<file path="src/rtl/nsp_pkg.sv">
`timescale 1ns / 1ps
// shared types, codes and the crc byte update for the nit section parser
package nsp_pkg;

  localparam int BYTE_W      = 8;
  localparam int SEC_W       = 8;
  localparam int LEN_W       = 12;
  localparam int ID_W        = 16;
  localparam int TABLE_ID_W  = 8;
  localparam int SEEN_GRP_W  = 4;

  localparam logic [TABLE_ID_W-1:0] TABLE_ID_RESET = 8'h40;

  localparam logic [31:0] CRC_POLY = 32'h04C1_1DB7;
  localparam logic [31:0] CRC_INIT = 32'hFFFF_FFFF;

  // result kinds
  localparam logic [2:0] KIND_HEADER   = 3'd0;
  localparam logic [2:0] KIND_NET_DESC = 3'd1;
  localparam logic [2:0] KIND_ENTRY    = 3'd2;
  localparam logic [2:0] KIND_ENT_DESC = 3'd3;
  localparam logic [2:0] KIND_END      = 3'd4;

  // end status codes
  localparam logic [2:0] STAT_OK          = 3'd0;
  localparam logic [2:0] STAT_CRC_ERR     = 3'd1;
  localparam logic [2:0] STAT_OVERRUN     = 3'd2;
  localparam logic [2:0] STAT_DUPLICATE   = 3'd3;
  localparam logic [2:0] STAT_WRONG_TABLE = 3'd4;

  typedef enum logic [3:0] {
    PH_IDLE,
    PH_HEADER,
    PH_NETDESC,
    PH_LOOPHI,
    PH_LOOPLO,
    PH_ENTHDR,
    PH_ENTDESC,
    PH_TRAILER,
    PH_SKIP
  } phase_t;

  typedef struct packed {
    logic              req_type;
    logic [BYTE_W-1:0] data_byte;
    logic              section_start;
    logic              section_end;
  } nsp_in_t;

  typedef struct packed {
    logic [2:0]        kind;
    logic [ID_W-1:0]   network_id;
    logic [SEC_W-1:0]  section_number;
    logic [SEC_W-1:0]  last_section_number;
    logic [ID_W-1:0]   stream_id;
    logic [ID_W-1:0]   orig_network_id;
    logic [LEN_W-1:0]  desc_length;
    logic [BYTE_W-1:0] out_byte;
    logic [2:0]        status;
    logic              table_complete;
  } nsp_out_t;

  typedef struct packed {
    logic             clear;
    logic             set;
    logic [SEC_W-1:0] set_idx;
    logic [SEC_W-1:0] query_idx;
    logic [SEC_W-1:0] last_idx;
  } seen_req_t;

  typedef struct packed {
    logic hit;
    logic query_bad;
    logic done;
  } seen_resp_t;

  // crc-32/mpeg-2, msb first, one byte
  function automatic logic [31:0] crc_byte(input logic [31:0] crc_in,
                                           input logic [BYTE_W-1:0] b);
    logic [31:0] c;
    logic        top;
    c = crc_in;
    for (int i = BYTE_W - 1; i >= 0; i--) begin
      top = c[31] ^ b[i];
      c = {c[30:0], 1'b0};
      if (top) begin
        c = c ^ CRC_POLY;
      end
    end
    return c;
  endfunction

endpackage

</file>
<file path="src/rtl/nsp_seen.sv">
`timescale 1ns / 1ps
// bitmap of sections already seen, with registered per-group full flags
module nsp_seen #(
  parameter int MAX_SECTIONS = 256
) (
  input  logic                clk,
  input  logic                rst,
  input  nsp_pkg::seen_req_t  req,
  output nsp_pkg::seen_resp_t resp
);

  localparam int SEC_W    = nsp_pkg::SEC_W;
  localparam int MAP_W    = ($clog2(MAX_SECTIONS) > 5) ? $clog2(MAX_SECTIONS) : 5;
  localparam int MAP_BITS = 1 << MAP_W;
  localparam int GRP_W    = nsp_pkg::SEEN_GRP_W;
  localparam int GRP_SIZE = 1 << GRP_W;
  localparam int NGRP     = MAP_BITS / GRP_SIZE;
  localparam int GI_W     = MAP_W - GRP_W;
  localparam logic [SEC_W:0] SEC_LIMIT = (SEC_W + 1)'(MAX_SECTIONS);

  logic [MAP_BITS-1:0] seen_map;
  logic [MAP_BITS-1:0] seen_map_next;
  logic [NGRP-1:0]     grp_full;
  logic [NGRP-1:0]     grp_full_next;
  logic [NGRP-1:0]     grp_chk;

  logic [MAP_W-1:0]    set_pos;
  logic [MAP_W-1:0]    qry_pos;
  logic [MAP_W-1:0]    last_pos;
  logic [GI_W-1:0]     set_grp;
  logic [GI_W-1:0]     last_grp;
  logic [GRP_SIZE-1:0] set_bit;
  logic [GRP_SIZE-1:0] set_grp_bits;
  logic [GRP_SIZE-1:0] last_grp_bits;
  logic [GRP_SIZE-1:0] last_le_mask;
  logic                set_grp_full;
  logic [NGRP-1:0]     eff_full;
  logic [NGRP-1:0]     below_mask;
  logic                qry_in_range;
  logic                last_in_range;

  assign set_pos  = req.set_idx[MAP_W-1:0];
  assign qry_pos  = req.query_idx[MAP_W-1:0];
  assign last_pos = req.last_idx[MAP_W-1:0];
  assign set_grp  = set_pos[MAP_W-1:GRP_W];
  assign last_grp = last_pos[MAP_W-1:GRP_W];

  assign qry_in_range  = {1'b0, req.query_idx} < SEC_LIMIT;
  assign last_in_range = {1'b0, req.last_idx} < SEC_LIMIT;

  assign set_bit      = {{(GRP_SIZE-1){1'b0}}, 1'b1} << set_pos[GRP_W-1:0];
  assign set_grp_bits = seen_map[{set_grp, {GRP_W{1'b0}}} +: GRP_SIZE] | set_bit;
  assign set_grp_full = &set_grp_bits;

  // group flags as they stand once this cycle's set has landed
  assign eff_full = grp_full |
                    ((req.set && set_grp_full) ? ({{(NGRP-1){1'b0}}, 1'b1} << set_grp)
                                               : {NGRP{1'b0}});

  assign last_grp_bits = seen_map[{last_grp, {GRP_W{1'b0}}} +: GRP_SIZE] |
                         ((req.set && (set_grp == last_grp)) ? set_bit : {GRP_SIZE{1'b0}});

  always_comb begin
    for (int g = 0; g < NGRP; g++) begin
      below_mask[g] = GI_W'(g) < last_grp;
    end
    for (int k = 0; k < GRP_SIZE; k++) begin
      last_le_mask[k] = GRP_W'(k) <= last_pos[GRP_W-1:0];
    end
  end

  assign resp.hit       = qry_in_range && seen_map[qry_pos];
  assign resp.query_bad = !qry_in_range;
  assign resp.done      = last_in_range && (&(eff_full | ~below_mask)) &&
                          (&(last_grp_bits | ~last_le_mask));

  always_comb begin
    seen_map_next = seen_map;
    grp_full_next = grp_full;
    if (req.clear) begin
      seen_map_next = '0;
      grp_full_next = '0;
    end else if (req.set) begin
      seen_map_next = seen_map | ({{(MAP_BITS-1){1'b0}}, 1'b1} << set_pos);
      grp_full_next = eff_full;
    end
  end

  always_ff @(posedge clk) begin
    if (rst) begin
      seen_map <= '0;
      grp_full <= '0;
    end else begin
      seen_map <= seen_map_next;
      grp_full <= grp_full_next;
    end
  end

  always_comb begin
    for (int g = 0; g < NGRP; g++) begin
      grp_chk[g] = &seen_map[g*GRP_SIZE +: GRP_SIZE];
    end
  end

  a_grp_flags_track_map : assert property (@(posedge clk) disable iff (rst)
    grp_full == grp_chk)
    else $error("group full flags out of step with seen map");

  a_clear_empties_map : assert property (@(posedge clk) disable iff (rst)
    req.clear |=> (seen_map == '0))
    else $error("restart left sections marked as seen");

endmodule

</file>
<file path="src/rtl/nsp_parse.sv">
`timescale 1ns / 1ps
// section byte parser: phase sequencing, crc, field capture and result forming
module nsp_parse (
  input  logic                                  clk,
  input  logic                                  rst,
  input  logic                                  step,
  input  nsp_pkg::nsp_in_t                      item,
  input  logic [nsp_pkg::TABLE_ID_W-1:0]        expected_table_id,
  input  nsp_pkg::seen_resp_t                   seen_resp,
  output nsp_pkg::seen_req_t                    seen_req,
  output logic                                  res_valid,
  output nsp_pkg::nsp_out_t                     res
);

  localparam int LEN_W = nsp_pkg::LEN_W;
  localparam logic [LEN_W-1:0] POS_LEN_HI   = 12'd1;
  localparam logic [LEN_W-1:0] POS_LEN_LO   = 12'd2;
  localparam logic [LEN_W-1:0] POS_NET_HI   = 12'd3;
  localparam logic [LEN_W-1:0] POS_NET_LO   = 12'd4;
  localparam logic [LEN_W-1:0] POS_SEC      = 12'd6;
  localparam logic [LEN_W-1:0] POS_LAST     = 12'd7;
  localparam logic [LEN_W-1:0] POS_NDL_HI   = 12'd8;
  localparam logic [LEN_W-1:0] POS_NDL_LO   = 12'd9;
  localparam logic [LEN_W-1:0] POS_MAX      = 12'hFFF;
  localparam logic [LEN_W-1:0] ENT_HDR_LEN  = 12'd6;
  localparam logic [LEN_W-1:0] TRAILER_LEN  = 12'd4;

  nsp_pkg::phase_t  phase, phase_next;
  logic [LEN_W-1:0] pos, pos_next;
  logic [LEN_W-1:0] net_rem, net_rem_next;
  logic [LEN_W-1:0] loop_rem, loop_rem_next;
  logic [LEN_W-1:0] ent_rem, ent_rem_next;
  logic [47:0]      scratch, scratch_next;
  logic [15:0]      net_id, net_id_next;
  logic [7:0]       sec_num, sec_num_next;
  logic [7:0]       last_num, last_num_next;
  logic [LEN_W-1:0] sec_len, sec_len_next;
  logic [31:0]      crc, crc_next;
  logic             flag_ovr, flag_ovr_next;
  logic             flag_dup, flag_dup_next;

  logic [LEN_W-1:0] ent_len;
  logic             overrun;
  logic [7:0]       d;

  assign d = item.data_byte;

  always_comb begin
    phase_next    = phase;
    pos_next      = pos;
    net_rem_next  = net_rem;
    loop_rem_next = loop_rem;
    ent_rem_next  = ent_rem;
    scratch_next  = scratch;
    net_id_next   = net_id;
    sec_num_next  = sec_num;
    last_num_next = last_num;
    sec_len_next  = sec_len;
    crc_next      = crc;
    flag_ovr_next = flag_ovr;
    flag_dup_next = flag_dup;
    ent_len       = '0;
    overrun       = 1'b0;
    res_valid     = 1'b0;
    res           = '0;
    seen_req      = '0;
    seen_req.query_idx = d;

    if (step) begin
      if (item.req_type) begin
        seen_req.clear = 1'b1;
        phase_next     = nsp_pkg::PH_IDLE;
      end else if (item.section_start || phase != nsp_pkg::PH_IDLE) begin
        if (item.section_start) begin
          pos_next      = '0;
          net_rem_next  = '0;
          loop_rem_next = '0;
          ent_rem_next  = '0;
          scratch_next  = '0;
          net_id_next   = '0;
          sec_num_next  = '0;
          last_num_next = '0;
          sec_len_next  = '0;
          flag_ovr_next = 1'b0;
          flag_dup_next = 1'b0;
          crc_next      = nsp_pkg::crc_byte(nsp_pkg::CRC_INIT, d);
          phase_next    = (d == expected_table_id) ? nsp_pkg::PH_HEADER : nsp_pkg::PH_SKIP;
        end else begin
          // position saturates; hitting the ceiling counts as an overrun
          if (pos == POS_MAX) begin
            flag_ovr_next = 1'b1;
          end else begin
            pos_next = pos + 12'd1;
          end
          crc_next = nsp_pkg::crc_byte(crc, d);
          case (phase)
            nsp_pkg::PH_HEADER: begin
              case (pos_next)
                POS_LEN_HI: sec_len_next = {d[3:0], 8'h00};
                POS_LEN_LO: sec_len_next = sec_len | {4'h0, d};
                POS_NET_HI: net_id_next  = {d, net_id[7:0]};
                POS_NET_LO: net_id_next  = {net_id[15:8], d};
                POS_SEC: begin
                  sec_num_next = d;
                  if (seen_resp.query_bad) begin
                    flag_ovr_next = 1'b1;
                  end else if (seen_resp.hit) begin
                    flag_dup_next = 1'b1;
                  end
                end
                POS_LAST:   last_num_next = d;
                POS_NDL_HI: net_rem_next  = {d[3:0], 8'h00};
                POS_NDL_LO: begin
                  net_rem_next = net_rem | {4'h0, d};
                  phase_next   = (net_rem_next != '0) ? nsp_pkg::PH_NETDESC
                                                      : nsp_pkg::PH_LOOPHI;
                  if (!flag_dup) begin
                    res_valid       = 1'b1;
                    res.kind        = nsp_pkg::KIND_HEADER;
                    res.desc_length = net_rem_next;
                  end
                end
                default: ;
              endcase
            end
            nsp_pkg::PH_NETDESC: begin
              net_rem_next = net_rem - 12'd1;
              if (net_rem_next == '0) begin
                phase_next = nsp_pkg::PH_LOOPHI;
              end
              if (!flag_dup) begin
                res_valid    = 1'b1;
                res.kind     = nsp_pkg::KIND_NET_DESC;
                res.out_byte = d;
              end
            end
            nsp_pkg::PH_LOOPHI: begin
              loop_rem_next = {d[3:0], 8'h00};
              phase_next    = nsp_pkg::PH_LOOPLO;
            end
            nsp_pkg::PH_LOOPLO: begin
              loop_rem_next = loop_rem | {4'h0, d};
              ent_rem_next  = '0;
              phase_next    = (loop_rem_next == '0) ? nsp_pkg::PH_TRAILER
                                                    : nsp_pkg::PH_ENTHDR;
            end
            nsp_pkg::PH_ENTHDR: begin
              scratch_next  = {scratch[39:0], d};
              ent_rem_next  = ent_rem + 12'd1;
              loop_rem_next = loop_rem - 12'd1;
              if (ent_rem_next >= ENT_HDR_LEN) begin
                ent_len = scratch_next[11:0];
                // descriptor running past the loop is clipped to it
                if (ent_len > loop_rem_next) begin
                  flag_ovr_next = 1'b1;
                  ent_len       = loop_rem_next;
                end
                if (ent_len != '0) begin
                  phase_next   = nsp_pkg::PH_ENTDESC;
                  ent_rem_next = ent_len;
                end else begin
                  ent_rem_next = '0;
                  phase_next   = (loop_rem_next == '0) ? nsp_pkg::PH_TRAILER
                                                       : nsp_pkg::PH_ENTHDR;
                end
                if (!flag_dup) begin
                  res_valid           = 1'b1;
                  res.kind            = nsp_pkg::KIND_ENTRY;
                  res.stream_id       = scratch_next[47:32];
                  res.orig_network_id = scratch_next[31:16];
                  res.desc_length     = scratch_next[11:0];
                end
              end else if (loop_rem_next == '0) begin
                // loop ends inside an entry header
                flag_ovr_next = 1'b1;
                ent_rem_next  = '0;
                phase_next    = nsp_pkg::PH_TRAILER;
              end
            end
            nsp_pkg::PH_ENTDESC: begin
              loop_rem_next = loop_rem - 12'd1;
              ent_rem_next  = ent_rem - 12'd1;
              if (ent_rem_next == '0) begin
                phase_next = (loop_rem_next == '0) ? nsp_pkg::PH_TRAILER
                                                   : nsp_pkg::PH_ENTHDR;
              end
              if (!flag_dup) begin
                res_valid           = 1'b1;
                res.kind            = nsp_pkg::KIND_ENT_DESC;
                res.stream_id       = scratch[47:32];
                res.orig_network_id = scratch[31:16];
                res.desc_length     = scratch[11:0];
                res.out_byte        = d;
              end
            end
            nsp_pkg::PH_TRAILER: begin
              if (ent_rem != POS_MAX) begin
                ent_rem_next = ent_rem + 12'd1;
              end
            end
            default: ;
          endcase
        end

        // end of section replaces any data result of the same byte
        if (item.section_end) begin
          overrun = flag_ovr_next || (phase_next != nsp_pkg::PH_TRAILER) ||
                    (ent_rem_next != TRAILER_LEN) ||
                    (({1'b0, pos_next} + 13'd1) != ({1'b0, sec_len_next} + 13'd3));
          res       = '0;
          res_valid = 1'b1;
          res.kind  = nsp_pkg::KIND_END;
          if (phase_next == nsp_pkg::PH_SKIP) begin
            res.status    = nsp_pkg::STAT_WRONG_TABLE;
            net_id_next   = '0;
            sec_num_next  = '0;
            last_num_next = '0;
          end else begin
            if (crc_next != '0) begin
              res.status = nsp_pkg::STAT_CRC_ERR;
            end else if (overrun) begin
              res.status = nsp_pkg::STAT_OVERRUN;
            end else if (flag_dup_next) begin
              res.status = nsp_pkg::STAT_DUPLICATE;
            end else begin
              res.status       = nsp_pkg::STAT_OK;
              seen_req.set     = 1'b1;
              seen_req.set_idx = sec_num_next;
            end
            res.table_complete = seen_resp.done;
          end
          phase_next = nsp_pkg::PH_IDLE;
        end

        if (res_valid) begin
          res.network_id          = net_id_next;
          res.section_number      = sec_num_next;
          res.last_section_number = last_num_next;
        end
      end
    end
    seen_req.last_idx = last_num_next;
  end

  always_ff @(posedge clk) begin
    if (rst) begin
      phase    <= nsp_pkg::PH_IDLE;
      pos      <= '0;
      net_rem  <= '0;
      loop_rem <= '0;
      ent_rem  <= '0;
      scratch  <= '0;
      net_id   <= '0;
      sec_num  <= '0;
      last_num <= '0;
      sec_len  <= '0;
      crc      <= nsp_pkg::CRC_INIT;
      flag_ovr <= 1'b0;
      flag_dup <= 1'b0;
    end else begin
      phase    <= phase_next;
      pos      <= pos_next;
      net_rem  <= net_rem_next;
      loop_rem <= loop_rem_next;
      ent_rem  <= ent_rem_next;
      scratch  <= scratch_next;
      net_id   <= net_id_next;
      sec_num  <= sec_num_next;
      last_num <= last_num_next;
      sec_len  <= sec_len_next;
      crc      <= crc_next;
      flag_ovr <= flag_ovr_next;
      flag_dup <= flag_dup_next;
    end
  end

  a_end_gives_status : assert property (@(posedge clk) disable iff (rst)
    (step && !item.req_type && item.section_end &&
     (item.section_start || phase != nsp_pkg::PH_IDLE))
    |-> (res_valid && res.kind == nsp_pkg::KIND_END))
    else $error("section end without an end status item");

  a_end_returns_idle : assert property (@(posedge clk) disable iff (rst)
    (step && !item.req_type && item.section_end) |=> (phase == nsp_pkg::PH_IDLE))
    else $error("parser not idle after section end");

  a_data_only_in_section : assert property (@(posedge clk) disable iff (rst)
    (step && res_valid && res.kind != nsp_pkg::KIND_END)
    |-> (phase != nsp_pkg::PH_IDLE && phase != nsp_pkg::PH_SKIP))
    else $error("data item outside an accepted section");

endmodule

</file>
<file path="src/rtl/nit_section_parser.sv">
`timescale 1ns / 1ps
// top level of the nit section parser: input stage, result register, table id register
//
//   channel | signals                         | moves
//   --------+---------------------------------+-----------------------------------
//   in      | in_valid, in_ready, in_item     | one section byte or restart request
//   out     | out_valid, out_ready, out_item  | one header, descriptor, entry or end
//   cfg     | cfg_valid, cfg_ready, cfg_data  | expected table id write
//
// one item per cycle unless out_ready low holds the result register; a result leaves
// the result register after passing the input register and the single parse stage
// synchronous reset clears parser state and the seen-section map at once
// out_ready low holds the result register and then the input stage; in_ready
// drops only when both are full
module nit_section_parser #(
  parameter int MAX_SECTIONS = 256
) (
  input  logic                              clk,
  input  logic                              rst,
  input  logic                              in_valid,
  output logic                              in_ready,
  input  nsp_pkg::nsp_in_t                  in_item,
  output logic                              out_valid,
  input  logic                              out_ready,
  output nsp_pkg::nsp_out_t                 out_item,
  input  logic                              cfg_valid,
  output logic                              cfg_ready,
  input  logic [nsp_pkg::TABLE_ID_W-1:0]    cfg_data
);

  logic [nsp_pkg::TABLE_ID_W-1:0] expected_table_id;
  logic                iq_valid;
  nsp_pkg::nsp_in_t    iq_item;
  logic                proceed;
  logic                step;
  logic                res_valid;
  nsp_pkg::nsp_out_t   res;
  nsp_pkg::seen_req_t  seen_req;
  nsp_pkg::seen_resp_t seen_resp;

  assign proceed   = !out_valid || out_ready;
  assign step      = iq_valid && proceed;
  assign in_ready  = !iq_valid || proceed;
  assign cfg_ready = 1'b1;

  always_ff @(posedge clk) begin
    if (rst) begin
      iq_valid          <= 1'b0;
      out_valid         <= 1'b0;
      expected_table_id <= nsp_pkg::TABLE_ID_RESET;
    end else begin
      if (in_valid && in_ready) begin
        iq_valid <= 1'b1;
      end else if (step) begin
        iq_valid <= 1'b0;
      end
      if (proceed) begin
        out_valid <= step && res_valid;
      end
      if (cfg_valid && cfg_ready) begin
        expected_table_id <= cfg_data;
      end
    end
  end

  always_ff @(posedge clk) begin
    if (in_valid && in_ready) begin
      iq_item <= in_item;
    end
    if (proceed) begin
      out_item <= res;
    end
  end

  nsp_parse u_parse (
    .clk               (clk),
    .rst               (rst),
    .step              (step),
    .item              (iq_item),
    .expected_table_id (expected_table_id),
    .seen_resp         (seen_resp),
    .seen_req          (seen_req),
    .res_valid         (res_valid),
    .res               (res)
  );

  nsp_seen #(
    .MAX_SECTIONS (MAX_SECTIONS)
  ) u_seen (
    .clk  (clk),
    .rst  (rst),
    .req  (seen_req),
    .resp (seen_resp)
  );

  a_stalled_item_held : assert property (@(posedge clk) disable iff (rst)
    (iq_valid && !proceed) |=> (iq_valid && $stable(iq_item)))
    else $error("input stage lost or changed a stalled item");

endmodule
</file>
<file path="config.mk">
export PLATFORM = sky130hd
export DESIGN_NAME = nit_section_parser
export DESIGN_NICKNAME = d
export VERILOG_FILES = /design/src/rtl/nsp_pkg.sv /design/src/rtl/nsp_seen.sv /design/src/rtl/nsp_parse.sv /design/src/rtl/nit_section_parser.sv
export SDC_FILE = /design/constraint.sdc
export NUM_CORES = 2
export LEC_CHECK = 0
export ABC_CLOCK_PERIOD_IN_PS = 7700
export BUFFER_PORTS_ARGS = -buffer_cell sky130_fd_sc_hd__clkbuf_2
export CAP_MARGIN = 20
export CORE_MARGIN = 1
export CORE_UTILIZATION = 30
export CTS_BUF_LIST = sky130_fd_sc_hd__clkbuf_16
export CTS_CLUSTER_DIAMETER = 150
export DETAILED_ROUTE_END_ITERATION = 12
export PLACE_DENSITY = 0.53
export SKIP_LAST_GASP = 1
export SLEW_MARGIN = 10
export SYNTH_ARGS = -nofsm -noshare
export SYNTH_HDL_FRONTEND = slang
export SYNTH_HIERARCHICAL = 1
export SYNTH_SLANG_ARGS = --single-unit
</file>
<file path="constraint.sdc">
create_clock -name clk -period 7.7 [get_ports clk]
set_input_delay 0.77 -clock clk [delete_from_list [all_inputs] [get_ports clk]]
set_output_delay 0.77 -clock clk [all_outputs]
set_load 0.03 [all_outputs]
</file>
# Yosys cells after proc, flatten, opt, wreduce, memory -nomap -nowiden
# Index checks and enable logic that the tools add are counted.
# classes
n_addsub	7
multipliers	0
div	0
order_cmp	35
eq_ne	24
shifts	5
n_mux	216
n_bitwise	45
n_reduce_logical	43
# op_table
cell	count
32-bit 2-to-1 mux	61
256-bit by 9-bit variable part select with 16-bit output	2
27-bit 2-to-1 mux	16
12-bit 2-to-1 mux	33
256-bit OR	1
1-bit by 8-bit left shift with 256-bit output, first input constant	1
14-bit NOT	15
8-bit 2-to-1 mux	14
52-bit 2-to-1 mux	2
16-bit 2-to-1 mux	6
48-bit 2-to-1 mux	2
91-bit 2-to-1 mux	1
44-bit 2-to-1 mux	2
16-bit OR	5
12-bit one-hot mux with 2 select lines	3
12-bit one-hot mux with 3 select lines	2
32-bit one-hot mux with 2 select lines	1
9-bit 2-to-1 mux	7
4-bit 2-to-1 mux	14
12-bit zero test	4
12-bit one-hot mux with 4 select lines	1
16-bit AND reduction	3
12-bit by 3-bit equality test with 1-bit output, second input constant	3
12-bit by 8-bit OR with 12-bit output	3
61 further kinds	173
# word_totals
reg_bits	562
latchBits	0
ramBits	0
mem_bits_ro	0
inputBits	24
out_inout_bits	94
elab_cells	410
memories	0

# Longest topological paths before layout
# depth
ltp_word	67
mapped_depth	40
mapped_depth_nobuf	32

# Cells and area by module
# Netlist, hierarchy kept.
# by_module_without_submodules
module	instances	cells_each	area_each_um2	seq_area_each_um2
nsp_seen	1	1512	15158.3	5425.2
nsp_parse	1	2020	14557.7	3563.4
nit_section_parser	1	140	3448.3	3263.1

# Worst setup path after synthesis
# No wires, ideal clock.
# synth_path
path_type	reg2reg
from	reg u_parse.loop_rem[0]
to	reg out_item[0] (netlist name), data pin
setup_time_ns	0.138
arrival_time_ns	7.465
required_time_ns	7.562
slack_ns	0.097
path_stages_with_launch	38
path_buffers	5
cell_sequence	dfxtp_1 buf_2 inv_1 ha_1 nor3b_2 nand2_1 nor3_1 xor2_1 inv_1 ha_1 nand2_1 or4_1 a21oi_1 a21boi_2 o32ai_4 or3_1 a31oi_1 o221ai_1 (+2 left out) or4_1 buf_6 nor3_2 buf_6 buf_6 nor2_1 a22oi_1 a311oi_1 nor4_1 nand4_1 nor4_4 buf_6 a31oi_1 nor4_2 o2111ai_1 nor4_2 inv_1 nor2_1
# synth_rtl
item	line_no	source
from (decl)	nsp_parse.sv:31	logic [LEN_W-1:0] loop_rem, loop_rem_next;
from (signal assigned)	nsp_parse.sv:264	loop_rem <= loop_rem_next;
to (signal assigned)	nit_section_parser.sv:71	out_item <= res;
to (decl)	nit_section_parser.sv:25	output nsp_pkg::nsp_out_t out_item,

==> impl_results.md <==
- Status: complete, but fails checks
- Violated checks: negative setup slack
- FF-to-FF Start: u_parse/loop_rem[1]
- Number of global-route vias before repair: 29.4k
- Primary FF master, synth: dfxtp_1
- Routed vias: 30.2k
- Fin crit period: between 7000 and 8000 ps
- Residual DRC count: 0
- Largest net degree at the start of global routing: approximately 140
- Nets: approximately 3.9k
- Skew final: ~35 ps
- PnR worst setup slack: -118 ps
- Setup TNS: -118 ps
- First drt pass iteration count: 6
- Commonest cells in the netlist: nor2_1, a21oi_1, dfxtp_1
- R2r endpoint: out_item[0]
- Final Max Slew Viols: 0
- Startpoint types: flop
- First-iteration detailed-routing DRC count: between 3k and 4k
- CP max stage cell: a221oi_1
- Die Height: 334 µm
- Seq cells post-synth: 561
- Most frequent cell after synthesis: nor2_1
- Die width: 334 µm
- Fin crit share: 102%
- Syn Nets: 3,719
- Final wirelength: 125,000 µm
- Final ANT Viol Nets: 0
- Number of diodes: 0
- Maximum VDD drop: 0.172 mV
- Crit path DAT: 8190 ps
- Final Util: 36.3%
- Mean routed wirelength per cell: around 23 µm
- Cts bufs inserted: 66
- Global-route wire length before repair: 188,000 µm
- Synth area leaders: dfxtp_1, mux4_2, edfxtp_1
- Area fraction of the dominant cell type after synthesis: 27.7%
- CTS sink cnt: roughly 560
- Hold path depth: 1
- I/O pin total: around 120
- Worst Reg-to-Reg Cells: 39
- Mean Syn Cell Area: 9.03 µm²
- GPL Wtd Cong: roughly 0.95
- Max Freq: 0.128 GHz
- Root buf cell: clkbuf_16
- Hold_sp: in_item[10]
- RSZ-0062 raised after global routing: true
- Hold Crit Endpoint: iq_item[10]
- Final Hold Fails: 0
- Max-Cap Viols: 0
- Core Footprint: 109,000 µm²
- CTS tree: yes
- Layout area overhead: 19.6%
- Total track usage: a little over a fifth
- Req. time, crit path: 8080 ps
- Starting Density: a little under a third
- Slew of the pin with the lowest slew margin: 1050 ps
- Final Setup Violations: 1
- Post-synth ARST share: 0%
- Avg Vias per Cell: 5.61
- Leading area contributor after synthesis: dfxtp_1
- Worst relative slew slack: 29.9%
- R2r setup slk: -120 ps
- PD cells: approximately 180 nW/µm²
- CTS max path bufs: 3
- Mapped Area: 33,200 µm²
- Layout cells sized above 1: 21.6%
- Post-Syn Instances: 3,672
- Die footprint: 112,000 µm²
- Detailed Place HPWL: 87,900 µm
- HP Class: input pin to flop
- Sequential element share of the synthesized area: 36.9%
- Worst setup EP type: flop
- LEAKAGE: 14.3 nW
- Gr ovfl total: 0
- Count of input and output buffers: about 120
- Worst-path clk slew: 60 ps
- EDFF count, synth: a little over 100
- Std-Cell Rows: about 120
- Clk_lat worst skew: 630 ps
- Initial antenna violation count: 3
- Critical path type: flop to flop
- Yosys Warn Count: 6
- Number of H-tree levels: 3
- Maximum fanout along the worst path: 22
- Count of cell types in the netlist: 106
- CP peak stage delay: 630 ps
-- layout by cell type, fill, tap and decap left out, types with 24 or more instances in the layout --
cell       count
mux4_2       178
inv_1         40
xnor2_1      147
a21oi_1      465
nand4_1       81
o21ai_0       91
nor2_1       607
and2_1        30
dfxtp_1      459
nand2_1      231
nand3_1       57
buf_12        34
a31oi_1       32
clkbuf_2     115
buf_4        297
a211o_1       28
xor2_1        52
mux2i_1      108
edfxtp_1     102
a22o_1        41
a211oi_1      24
a22oi_1       80
nor3_1        80
clkbuf_16     67
-- cell type report --
cell class / count / area [µm²]
clock buffers: 67 / 1680
clock inverters: 52 / 683
fillers: 11100 / 69500
inverters: 40 / 150
multi-input cells: 2733 / 19500
flip-flops and latches: 561 / 12300
well taps: 1476 / 1850
repair buffers: 453 / 3600
-- cells by family after synthesis --
group / after synthesis / share of synthesized area (%)
and+or+nand+nor: 1274 / 18.0
AOI/OAI and AO/OA: 937 / 17.8
muxes: 296 / 15.9
DFF: 561 / 36.9
adders and majority gates: 23 / 0.868
buffers and inverters: 378 / 5.10
xor gates and xnor gates: 201 / 5.39
other: 2 / 0.0226
-- per-stage QoR --
step / cell area (µm²) / std cells / setup slack [ps] / power, mW / hold slack [ps]
6_report: 39700 / 5382 / -118 / 7.14 / 315
5_1_grt: 39700 / 5382 / -542 / 7.38 / 299
4_1_cts: 39600 / 5379 / -30.9 / 7.21 / 283
3_5_place_dp: 37000 / 5247 / -296 / 3.74 / 445
3_3_place_gp: 37000 / 5247 / -214 / 3.74 / 438
2_1_floorplan: 33200 / 3672 / 97.1 / 3.55 / 432
-- per-layer routing --
| metal | up-vias | global-route usage [%] | share of wire (%) | wire length [µm] |
|---|---|---|---|---|
| met5 | - | 0 | 0 | 0 |
| met4 | 0 | 8.76 | 4.2 | 5180 |
| met3 | 268 | 3.11 | 6.2 | 7780 |
| met2 | 1279 | 35.3 | 47 | 58000 |
| met1 | 14800 | 29.1 | 43 | 53800 |
| li1 | 13800 | - | - | - |
-- sequential cells by signal, summed over array words and instances, names as in the netlist, 4 cells and up --
signal and count:
u_parse/sec_len 12, iq_item 11, out_item 91, u_parse/last_num 8
u_parse/net_id 16, expected_table_id 8, u_parse/phase 4, u_parse/scratch 48
u_parse/crc 32, u_parse/ent_rem 12, u_parse/sec_num 8, u_seen/grp_full 15
u_parse/pos 12, u_seen/seen_map 256, u_parse/loop_rem 12, u_parse/net_rem 12
-- critical path: cells and delay by family, from the launching register on --
family | cells | cell delay [ps]
AOI/OAI and AO/OA | 8 | 1860
adders and majority gates | 2 | 450
muxes | 1 | 300
DFF | 1 | 300
and+or+nand+nor | 16 | 2920
buffers and inverters | 11 | 1430
xor gates and xnor gates | 1 | 240
-- what timing repair did --
action                     CTS  global route
resized for setup           16            13
setup buffers               11             3
gates cloned                 2             0
hold buffers                 0             0
setup endpoints to repair    1            11
pin swaps                   14            15
-- report_power, final --
part	total (mW)	leakage [nW]	switching, mW	internal [mW]
clock	3.46	1.16	1.38	2.08
sequential	3.02	4.93	0.0261	3.00
combinational	0.659	8.16	0.412	0.247
total	7.14	14.3	1.82	5.33
-- worst max-delay path by stage --
| stage | depth (start not counted) | start | end | slack, ps |
|---|---|---|---|---|
| final | 39 | u_parse/loop_rem[1] | out_item[0] | -120 |
| after global routing | 40 | u_parse/loop_rem[0] | out_item[0] | -540 |
| after CTS | 39 | u_parse/loop_rem[0] | out_item[0] | -30 |
| after detailed placement | 36 | u_parse/loop_rem[0] | out_item[0] | -300 |
| after global placement | 34 | u_parse/pos[1] | out_item[0] | -210 |
| after floorplan | 37 | u_parse/loop_rem[0] | out_item[0] | 100 |
Power figures use the tool's default switching activity.
